===== src/sv/ssdc_pkg.sv =====
// Package for the speed/steer drive controller.
// Holds register indexes, field widths and the delay-line tap record.
// No dependencies.
package ssdc_pkg;

  localparam int unsigned DataW     = 32;
  localparam int unsigned MagCfgW   = 31;
  localparam int unsigned DeadbandW = 16;
  localparam int unsigned DelayCfgW = 7;
  localparam int unsigned CfgAddrW  = 3;

  // Configuration register indexes
  typedef enum logic [CfgAddrW-1:0] {
    CFG_ACCEL_GAIN     = 3'd0,
    CFG_ACCEL_LIM      = 3'd1,
    CFG_MAX_DECEL      = 3'd2,
    CFG_MAX_STEER_RATE = 3'd3,
    CFG_STEER_DEADBAND = 3'd4,
    CFG_DELAY_LENGTH   = 3'd5
  } cfg_idx_e;

  // Reset values of the configuration registers
  localparam logic [MagCfgW-1:0]   AccelGainRst    = 31'd65536;
  localparam logic [MagCfgW-1:0]   AccelLimRst     = 31'd589824;
  localparam logic [MagCfgW-1:0]   MaxDecelRst     = 31'd589824;
  localparam logic [MagCfgW-1:0]   MaxSteerRateRst = 31'd211026;
  localparam logic [DeadbandW-1:0] SteerDeadbandRst = 16'd7;
  localparam logic [DelayCfgW-1:0] DelayLengthRst  = 7'd0;

  // Registered read of the delay line, available in the cycle after the beat
  typedef struct packed {
    logic [DataW-1:0] data;  // entry written delay_length beats ago
    logic             pass;  // zero delay: use the beat's own target
    logic             hit;   // entry has been written since reset
  } tap_t;

endpackage


===== src/sv/ssdc_delay_line.sv =====
// Steering target delay line: one synchronous memory, write pointer and fill count.
// Reads the delayed entry and writes the new one in the same cycle.
// Depends on ssdc_pkg.
module ssdc_delay_line #(
  parameter int unsigned DELAY_DEPTH = 64
) (
  input  logic                                clk_i,
  input  logic                                rst_ni,
  input  logic                                en_i,
  input  logic                                wr_i,
  input  logic [ssdc_pkg::DataW-1:0]          wr_data_i,
  input  logic [ssdc_pkg::DelayCfgW-1:0]      delay_len_i,
  output ssdc_pkg::tap_t                      tap_o
);
  import ssdc_pkg::*;

  localparam int unsigned AW = (DELAY_DEPTH > 1) ? $clog2(DELAY_DEPTH) : 1;
  localparam int unsigned LW = $clog2(DELAY_DEPTH + 1);
  localparam int unsigned CW = (LW > DelayCfgW) ? LW : DelayCfgW;

  logic [DataW-1:0] mem [DELAY_DEPTH];
  logic [DataW-1:0] rd_q;
  logic             pass_q;
  logic             hit_q;
  logic [AW-1:0]    wp_q;
  logic [LW-1:0]    fill_q;

  logic [CW-1:0]    len_ext;
  logic [CW-1:0]    len_sat;
  logic [LW-1:0]    len_l;
  logic [LW:0]      wp_ext;
  logic [LW:0]      rp_full;
  logic [AW-1:0]    rd_addr;

  // Saturate the delay to the depth of the store
  assign len_ext = CW'(delay_len_i);
  assign len_sat = (len_ext > CW'(DELAY_DEPTH)) ? CW'(DELAY_DEPTH) : len_ext;
  assign len_l   = len_sat[LW-1:0];

  // Read address: write pointer minus delay, modulo depth
  assign wp_ext = (LW + 1)'(wp_q);
  always_comb begin
    if (wp_ext >= (LW + 1)'(len_l)) begin
      rp_full = wp_ext - (LW + 1)'(len_l);
    end else begin
      rp_full = wp_ext + (LW + 1)'(DELAY_DEPTH) - (LW + 1)'(len_l);
    end
  end
  assign rd_addr = rp_full[AW-1:0];

  // Memory: read returns old data when read and write hit the same entry
  always_ff @(posedge clk_i) begin
    if (wr_i) begin
      mem[wp_q] <= wr_data_i;
    end
    if (en_i) begin
      rd_q   <= mem[rd_addr];
      pass_q <= (len_l == '0);
      hit_q  <= (fill_q >= len_l);
    end
  end

  // Write pointer and fill count; fill count stands in for clearing the store
  always_ff @(posedge clk_i or negedge rst_ni) begin
    if (!rst_ni) begin
      wp_q   <= '0;
      fill_q <= '0;
    end else if (wr_i) begin
      if (wp_q == AW'(DELAY_DEPTH - 1)) begin
        wp_q <= '0;
      end else begin
        wp_q <= wp_q + 1'b1;
      end
      if (fill_q != LW'(DELAY_DEPTH)) begin
        fill_q <= fill_q + 1'b1;
      end
    end
  end

  assign tap_o.data = rd_q;
  assign tap_o.pass = pass_q;
  assign tap_o.hit  = hit_q;

endmodule


===== config.mk =====
export PLATFORM = sky130hd
export DESIGN_NAME = ssdc_delay_line
export DESIGN_NICKNAME = d
export VERILOG_FILES = /design/src/sv/ssdc_pkg.sv /design/src/sv/ssdc_delay_line.sv
export SDC_FILE = /design/constraint.sdc
export NUM_CORES = 2
export LEC_CHECK = 0
export ABC_CLOCK_PERIOD_IN_PS = 5300
export BUFFER_PORTS_ARGS = -buffer_cell sky130_fd_sc_hd__buf_2
export CAP_MARGIN = 20
export CORE_MARGIN = 3
export CORE_UTILIZATION = 60
export DETAILED_ROUTE_END_ITERATION = 12
export MAX_ROUTING_LAYER = met4
export PLACE_DENSITY = 0.88
export SETUP_SLACK_MARGIN = 0.05
export SLEW_MARGIN = 20
export SYNTH_ARGS = -nofsm -noshare
export SYNTH_HDL_FRONTEND = slang
export SYNTH_SLANG_ARGS = --single-unit

===== constraint.sdc =====
create_clock -name clk_i -period 5.3 [get_ports clk_i]
set_clock_uncertainty 0.05 [all_clocks]
set_input_delay 1.06 -clock clk_i [delete_from_list [all_inputs] [get_ports clk_i]]
set_output_delay 1.06 -clock clk_i [all_outputs]
set_load 0.03 [all_outputs]

==> flow_summary.yaml <==
run_status:
  status: "finished, final reports clean"
setup_path:
  critical_path_class: "register to register"
  crit_fanout: 18
  critPathMaxStageDelay_ps: 880
  worstPathCellList: "inv_1 -> ha_4 -> inv_1 -> fa_4 -> buf_12 -> buf_4 -> buf_4 -> mux4_2 -> mux4_2 -> mux2i_1 -> mux2i_1"
  slowest_stage: "fa_4"
  crit_path_end_kind: "register"
  startpoint_type: "register"
  required_ps: 5780
  arrival_ps: 5260
  crit_family: "multiplexers"
  cp.buffers_inverters: 5
synthesis:
  synth_enable_flop_cells: 2082
  syn_nets: 3244
  synth_cells: 3185
  synthDistinctLibCells: 39
  synthArstFlopShare_pct: 0.621
  ys.warnings.count: 0
  syn_area_sq_um: 80100
  ys_seq_elements: 2095
  ys_seq_area_share_pct: 78.5
  syn_avg_cell_area_sq_um: 25.1
  synthFlopType: "edfxtp_1"
finish:
  nNetsFinal: 3534
  final_common_cell: "edfxtp_1"
  area_growth_pct: 13.0
  design_area_sq_um: 90500
  final_util_pct: 68.6
  fill_cells: 6954
  layout_common_cells: "2082 x edfxtp_1, 639 x mux4_2, 196 x clkbuf_16"
  drive_gt1_share_pct: 34.4
cts:
  htreeDepth: 4
  cts_hold_buf: 0
  cts_resized: 0
  root_buffer: "clkbuf_16"
  cts_buffer_depth: 3
  cts_setup_buffers: 0
  clkSlewWorstSetupHoldPaths_ps: 70
  clock-sinks: 2095
  clk-insertion-delay-late_ps: 820
  numCtsBuffers: 191
  cts_tree: "yes"
die:
  ios: 77
  core_area_sq_um: 132000
  chipWidth_um: 371
  num_rows: 133
  die_area_sq_um: 138000
  start_util_pct: 60.7
  die_y_um: 371
placed_design:
  dpl_cell_area_sq_um: 84100
  gp_congestion: 0.832
  portBuffers: 76
  hpwl_um: 123000
  pre_cts_slack_ps: 51.7
sta:
  relSlewSlack_pct: 20.1
  layout_min_cycle_time_ps: 4780
  tightest_slew_ps: 1200
  setup_violations: 0
  timing.fmax_mhz: 209
  rsz0062_at_grt: "false"
  finalCritPeriodShare_pct: 90.2
  drv_slew: 0
  tns_ps: 0
  setup_slack_ps: 518
  hold_violations: 0
power_and_ir_drop:
  leakage_nw: 28.5
  worst_ir_drop_vdd_mv: 0.563
  total_power_w: 0.0503
  power.density_nw_per_um2: 556
grt:
  track_usage_pct: 37.3
  grt_pass1_wl_um: 337000
  grt_overflow: 0
  first_global_vias: 42000
  antenna_found_initial: 8
  grt_max_degree: 71
detailed_routing:
  post_drt_wl_per_cell_um: 44.8
  route.final.wire_length_um: 242000
  vias: 40700
  drt-pass1-iter-count: 6
  via_per_inst: 7.53
  ant_nets: 0
  route.detailed.drc: 0
  drt_iter0_markers: 7282
run:
  timing.max_cap.violations: 0
worst_hold_path:
  hp-class: "input pin to async pin"
[synth_stat cells (all sizes together) (2+ instances only)]
| cell | count | share of area, % |
|---|---|---|
| o21ai | 6 | 0.038 |
| nand2b | 6 | 0.047 |
| mux2 | 2 | 0.028 |
| inv | 6 | 0.028 |
| nor3 | 4 | 0.025 |
| buf | 86 | 0.64 |
| nor2b | 4 | 0.031 |
| xor2 | 3 | 0.033 |
| mux4 | 639 | 18 |
| a21oi | 5 | 0.031 |
| a21o | 6 | 0.056 |
| mux2i | 94 | 1.2 |
| edfxtp | 2082 | 78 |
| ha | 15 | 0.23 |
| dfrtp | 13 | 0.41 |
| xnor2 | 10 | 0.11 |
| nand3 | 11 | 0.069 |
| nand4 | 4 | 0.031 |
| nor2 | 72 | 0.34 |
| or3b | 2 | 0.022 |
| clkbuf | 78 | 0.37 |
| nor4 | 2 | 0.016 |
| nand2 | 23 | 0.11 |
[layer usage]
layer	global-route usage, %	routed length, um
met5	-	0
met4	24.6	20600
met1	43.4	70600
met2	57.5	118000
met3	10.5	33300
[cell type report]
| type | instances | area, sq um | area share (%) |
|---|---|---|---|
| Timing Repair Buffer | 261 | 2190 | 2.43 |
| Tap cell | 1755 | 2200 | 2.43 |
| Sequential cell | 2095 | 62800 | 69.5 |
| Multi-Input combinational cell | 920 | 16900 | 18.7 |
| Inverter | 6 | 22.5 | 0.0249 |
| Clock inverter | 123 | 1220 | 1.35 |
| Antenna cell | 8 | 20.0 | 0.0221 |
| Clock buffer | 233 | 5040 | 5.57 |
[power by group]
part	total, W	internal [W]	switching [W]
Sequential	0.0197	0.0191	0.000583
Combinational	0.0165	0.00698	0.00953
Clock	0.0141	0.00778	0.00632
[cells by family after synthesis]
logic type	count (synthesis)	synth area share, %
buf+inv	170	1.03
mux	735	19.2
simple gates	132	0.723
xor+xnor	13	0.142
flops	2095	78.5
compound gates	24	0.191
fa+ha+maj	16	0.259
[sequential cells by signal, summed over array words and instances (netlist names)]
register	flops
pass_q	1
fill_q	7
wp_q	6
rd_q	32
mem	2048
hit_q	1
[through the flow]
| stage | std cells | hold slack [ps] |
|---|---|---|
| detailed placement | 5035 | 473 |
| global placement | 5035 | 446 |
| finish | 5401 | 98.3 |
| global route | 5399 | 93.9 |
| CTS | 5391 | 53.2 |
| floorplan | 3185 | 416 |
[path summary, 6_finish.rpt]
check | from | endpoint | slack (ps) | depth (start not counted)
worst max-delay path | wp_q[0] | rd_q[7] | 520 | 11
min in group clk_i | delay_len_i[5] | pass_q | 490 | 2
worst min register to register | fill_q[6] | fill_q[6] | 520 | 1
worst min-delay path | rst_ni | fill_q[3] | 100 | 1
max in group asynchronous | rst_ni | wp_q[5] | 4820 | 1
worst max register to register | wp_q[0] | rd_q[7] | 520 | 11
[worst register-to-register path, stage by stage (launching register included)]
cell,delay (ps)
dfrtp_1,540
inv_1,240
ha_4,170
inv_1,60
fa_4,880
buf_12,240
buf_4,390
buf_4,300
mux4_2,370
mux4_2,500
mux2i_1,580
mux2i_1,180
No activity file was read; power rests on OpenSTA's default activity.
