<file path="config.mk">
export PLATFORM = sky130hd
export DESIGN_NAME = ssdc_accel_path
export DESIGN_NICKNAME = d
export VERILOG_FILES = /design/src/sv/ssdc_pkg.sv /design/src/sv/ssdc_accel_path.sv
export SDC_FILE = /design/constraint.sdc
export NUM_CORES = 2
export LEC_CHECK = 0
export BUFFER_PORTS_ARGS = -buffer_cell sky130_fd_sc_hd__buf_2
export CAP_MARGIN = 20
export CORE_ASPECT_RATIO = 1.5
export CORE_MARGIN = 8
export CORE_UTILIZATION = 45
export DETAILED_ROUTE_END_ITERATION = 16
export HOLD_SLACK_MARGIN = 0.1
export PLACE_DENSITY = 0.58
export SLEW_MARGIN = 20
export SYNTH_ARGS = -nofsm -noshare
export SYNTH_HDL_FRONTEND = slang
export SYNTH_SLANG_ARGS = --single-unit
</file>
<file path="constraint.sdc">
create_clock -name clk_i -period 12.7 [get_ports clk_i]
set_input_delay 1.905 -clock clk_i [delete_from_list [all_inputs] [get_ports clk_i]]
set_output_delay 1.905 -clock clk_i [all_outputs]
set_load 0.02 [all_outputs]
</file>
<file path="src/sv/ssdc_pkg.sv">
// Package for the speed/steer drive controller.
// Holds register indexes, field widths and the delay-line tap record.
// No dependencies.
package ssdc_pkg;

  localparam int unsigned DataW     = 32;
  localparam int unsigned MagCfgW   = 31;
  localparam int unsigned DeadbandW = 16;
  localparam int unsigned DelayCfgW = 7;
  localparam int unsigned CfgAddrW  = 3;

  // Configuration register indexes
  typedef enum logic [CfgAddrW-1:0] {
    CFG_ACCEL_GAIN     = 3'd0,
    CFG_ACCEL_LIM      = 3'd1,
    CFG_MAX_DECEL      = 3'd2,
    CFG_MAX_STEER_RATE = 3'd3,
    CFG_STEER_DEADBAND = 3'd4,
    CFG_DELAY_LENGTH   = 3'd5
  } cfg_idx_e;

  // Reset values of the configuration registers
  localparam logic [MagCfgW-1:0]   AccelGainRst    = 31'd65536;
  localparam logic [MagCfgW-1:0]   AccelLimRst     = 31'd589824;
  localparam logic [MagCfgW-1:0]   MaxDecelRst     = 31'd589824;
  localparam logic [MagCfgW-1:0]   MaxSteerRateRst = 31'd211026;
  localparam logic [DeadbandW-1:0] SteerDeadbandRst = 16'd7;
  localparam logic [DelayCfgW-1:0] DelayLengthRst  = 7'd0;

  // Registered read of the delay line, available in the cycle after the beat
  typedef struct packed {
    logic [DataW-1:0] data;  // entry written delay_length beats ago
    logic             pass;  // zero delay: use the beat's own target
    logic             hit;   // entry has been written since reset
  } tap_t;

endpackage

</file>
<file path="src/sv/ssdc_accel_path.sv">
// Acceleration path: speed error, gain multiply, saturation and brake select.
// Two register stages; the result is combinational off the second stage.
// Depends on ssdc_pkg.
module ssdc_accel_path (
  input  logic                              clk_i,
  input  logic                              en_i,
  input  logic signed [ssdc_pkg::DataW-1:0] desired_speed_i,
  input  logic signed [ssdc_pkg::DataW-1:0] current_velocity_i,
  input  logic [ssdc_pkg::MagCfgW-1:0]      accel_gain_i,
  input  logic [ssdc_pkg::MagCfgW-1:0]      accel_lim_i,
  input  logic [ssdc_pkg::MagCfgW-1:0]      max_decel_i,
  output logic signed [ssdc_pkg::DataW-1:0] accel_o
);
  import ssdc_pkg::*;

  localparam int unsigned ProdW = DataW + MagCfgW;

  typedef enum logic [1:0] {
    ACC_PROP      = 2'd0,
    ACC_BRAKE_NEG = 2'd1,
    ACC_BRAKE_POS = 2'd2
  } accel_mode_e;

  logic [DataW:0]        err;
  logic [DataW:0]        err_abs;
  logic                  err_neg;
  logic                  err_pos;
  logic                  vel_pos;
  logic                  vel_neg;
  accel_mode_e           mode_d;

  logic [DataW-1:0]      mag_q;
  logic                  neg_a_q;
  accel_mode_e           mode_a_q;
  logic [ProdW-1:0]      prod_q;
  logic                  neg_b_q;
  accel_mode_e           mode_b_q;

  logic [ProdW-17:0]     scaled;
  logic [MagCfgW-1:0]    sat;
  logic [DataW-1:0]      prop;

  // Speed error, exact in 33 bits; its magnitude fits 32 bits
  assign err     = {desired_speed_i[DataW-1], desired_speed_i}
                 - {current_velocity_i[DataW-1], current_velocity_i};
  assign err_neg = err[DataW];
  assign err_pos = !err[DataW] && (|err);
  assign err_abs = err_neg ? (~err + 1'b1) : err;
  assign vel_neg = current_velocity_i[DataW-1];
  assign vel_pos = !current_velocity_i[DataW-1] && (|current_velocity_i);

  // Brake when the error opposes the motion, or is zero while moving forward
  always_comb begin
    if (vel_pos) begin
      mode_d = err_pos ? ACC_PROP : ACC_BRAKE_NEG;
    end else if (vel_neg) begin
      mode_d = err_pos ? ACC_BRAKE_POS : ACC_PROP;
    end else begin
      mode_d = ACC_PROP;
    end
  end

  // Stage A: error magnitude; stage B: gain product
  always_ff @(posedge clk_i) begin
    if (en_i) begin
      mag_q    <= err_abs[DataW-1:0];
      neg_a_q  <= err_neg;
      mode_a_q <= mode_d;
      prod_q   <= ProdW'(mag_q) * ProdW'(accel_gain_i);
      neg_b_q  <= neg_a_q;
      mode_b_q <= mode_a_q;
    end
  end

  // Q31.32 back to Q16.16 by truncation, then saturate and sign
  assign scaled = prod_q[ProdW-1:16];
  assign sat    = (scaled > (ProdW - 16)'(accel_lim_i)) ? accel_lim_i
                                                       : scaled[MagCfgW-1:0];
  assign prop   = neg_b_q ? (~{1'b0, sat} + 1'b1) : {1'b0, sat};

  always_comb begin
    case (mode_b_q)
      ACC_PROP:      accel_o = prop;
      ACC_BRAKE_NEG: accel_o = ~{1'b0, max_decel_i} + 1'b1;
      ACC_BRAKE_POS: accel_o = {1'b0, max_decel_i};
      default:       accel_o = prop;
    endcase
  end

endmodule

</file>
==> results.yml <==
layout:
  nNetsFinal: 5877
  multi_input_area_um2: 33580
  regArea_um2: 2552
  final_layout_size_suffix_gt1_share_pct: 6.085
  nFillCells: 8734
  synthToLayoutAreaGrowth_pct: 5.300
worst_setup_path:
  crit_start: "accel_gain_i[7]"
  worst_setup_path_start_kind: "input pin"
  reg2reg_to: "prod_q[60]$_DFFE_PP_"
  worst_setup_path_end_kind: "register"
  worstReg2RegStart: "mag_q[13]$_DFFE_PP_"
  worst_r2r_path_depth: 23
  critPathKind: "input pin to register"
  cp_max_fo: 32
  r2r_slack_ns: 3.77
  arrival_ns: 10.35
  cp_data_required_time_ns: 12.86
sta:
  rsz0062_at_grt: "no"
  setup_viol: 0
  worstMarginPinSlew_ns: 1.099
  fmax_mhz: 98.13
  timing.final.crit_share_pct: 80.24
  slew_headroom_pct: 25.77
  clock_skew_ns: 0.01005
  hold_viol: 0
  drv_slew: 0
  finalSetupTns_ns: 0
  period_needed_ns: 10.19
global_routing:
  overflow: 0
  grt_pass1_wl_um: 193400
  antenna_found_initial: 12
  grtUsageTotal_pct: 25.03
  grt_start_max_net_pins: 61
  grt_pass1_vias: 34520
die:
  io-pin-count: 191
  die_h_um: 383.2
  std_cell_rows: 134
  fp.dieW_um: 260.8
  initial_core_util_pct: 45.43
  die_area_um2: 99920
  coreArea_um2: 89030
yosys:
  syn_inst: 4527
  syn_area_um2: 40440
  ys_seq_area_share_pct: 6.311
  ys_seq_elements: 85
  yosysWarningCount: 0
  synthTopCellsByArea: "fa_1 43%, ha_1 9.9%, inv_1 8.4%, and2_1 8.4%, edfxtp_1 6.3%"
  synth_top_area_share_pct: 42.87
  synthesis.nets: 5873
  yosysTopAreaCell: "fa_1"
  synthDistinctLibCells: 75
  yosys_most_used_dff: "edfxtp_1"
  avgSynthCellArea_um2: 8.934
  synth_edf_count: 85
  synthArstFlopShare_pct: 0
clocking:
  post_cts_resized: 0
  cts_tree: "done"
  clkSlewWorstSetupHoldPaths_ns: 0.07
  cts_buffer_depth: 2
  cts_max_level: 3
  root_buffer: "clkbuf_16"
  postCtsSetupBuffers: 0
  clkLatencyLatePin_ns: 0.40
  cts.sinks: 85
  holdBufCountCts: 0
  numCtsBuffers: 9
routing:
  vias_per_cell: 5.517
  routed_wirelength_um: 123000
  dr.pass1.iters: 5
  postRouteAntennaNets: 0
  drc_errors: 0
  wl_per_cell_um: 21.55
  drt_first_iter_violations: 1611
  routed-via-count: 31480
min_path:
  worstHoldStart: "neg_a_q$_DFFE_PP_"
  holdCritPathClass: "register to register"
  hold_depth: 0
  whs_endpoint: "neg_b_q$_DFFE_PP_"
placement:
  place_congestion: 0.8979
  port_buffers: 190
  dpl.hpwl_um: 97480
flow_run:
  cap_violations: 0
status:
  status: "finished, final reports clean"
==> cell type report <==
| cell class | count | share of cell area (%) |
|---|---|---|
| multi-input cells | 3294 | 78.85 |
| inverters | 909 | 8.012 |
| flip-flops and latches | 85 | 5.994 |
| well taps | 1156 | 3.396 |
| repair buffers | 232 | 2.979 |
| clock buffers | 9 | 0.5289 |
| clock inverters | 7 | 0.1587 |
| diodes | 14 | 0.08227 |
==> layout by cell type (no fill, tap or decap), types with 19 or more instances in the layout <==
cell,n
a21o_1,57
xor2_1,53
nor4_1,28
and2_1,544
xnor2_1,78
nor2_1,101
o21ai_0,99
mux2i_1,44
buf_2,189
a21oi_1,108
buf_4,43
o31ai_1,19
edfxtp_1,85
fa_1,866
nand3_1,37
nor3_1,51
a221o_1,21
nand2_1,567
ha_1,321
inv_1,908
nand4_1,35
or3_1,22
==> critical path, cell delays in order <==
cell       delay [ns]
buf_2            0.58
nand2_1          0.19
fa_1             0.57
fa_1             0.56
fa_1             0.48
fa_1             0.54
inv_1            0.07
fa_1             0.56
fa_1             0.43
fa_1             0.55
fa_1             0.44
ha_1             0.43
and3_1           0.30
and3_1           0.35
nand4b_1         0.14
o22a_1           0.29
a2111oi_1        0.91
o21a_1           0.29
a31o_2           0.24
a21boi_0         0.17
o21ai_0          0.23
xnor2_1          0.08
==> per-stage QoR <==
stage | setup slack, ns | area (µm²) | utilization, % | instances | hold WS [ns]
2_1_floorplan | 3.826 | 40440 | - | 4527 | 0.4003
3_3_place_gp | 2.026 | 42260 | 47.46 | 5676 | 0.7518
3_5_place_dp | 2.193 | 42260 | 47.47 | 5676 | 0.7565
4_1_cts | 2.639 | 42550 | 47.79 | 5692 | 0.7720
5_1_grt | 2.249 | 42570 | 47.81 | 5699 | 0.7275
6_report | 2.509 | 42590 | 47.83 | 5706 | 0.7785
==> registers in the layout, indices dropped and copies added (netlist names) <==
signal    flops
neg_a_q       1
mag_q        32
prod_q       47
mode_a_q      2
neg_b_q       1
mode_b_q      2
==> layer usage <==
layer  global-route usage [%]  vias up  wire [µm]
li1                         -    13990          -
met1                    27.90    16370      45430
met2                    47.28      857      66650
met3                    2.525      271       4890
met4                    11.38        0       6005
met5                        0        -          0
==> cells by family after synthesis <==
kind of cell    after synthesis  share of synthesized area [%]
fa+ha+maj                  1187                          52.80
buf+inv                    1148                          10.67
mux                          49                          1.228
flops                        85                          6.311
compound gates              463                          7.688
simple gates               1463                          18.43
xor+xnor                    132                          2.877
==> cells in the mapped netlist (all sizes together), types with 51 or more instances <==
cell and instances:
and2 544, clkbuf 229, xor2 53, xnor2 79
fa 866, ha 321, inv 908, o21ai 101
edfxtp 85, a21o 58, nor2 101, nand2 568
a21oi 108, nor3 51
==> worst max path at each step <==
stage,endpoint,slack [ns]
2_1_floorplan,prod_q[60]$_DFFE_PP_,3.83
3_3_place_gp,prod_q[60]$_DFFE_PP_,2.03
3_5_place_dp,prod_q[60]$_DFFE_PP_,2.19
4_1_cts,prod_q[60]$_DFFE_PP_,2.64
5_1_grt,prod_q[60]$_DFFE_PP_,2.25
6_report,prod_q[60]$_DFFE_PP_,2.51
Power is not shown: default switching activity piles up to over one toggle a cycle in this logic, so the estimate is an artifact.
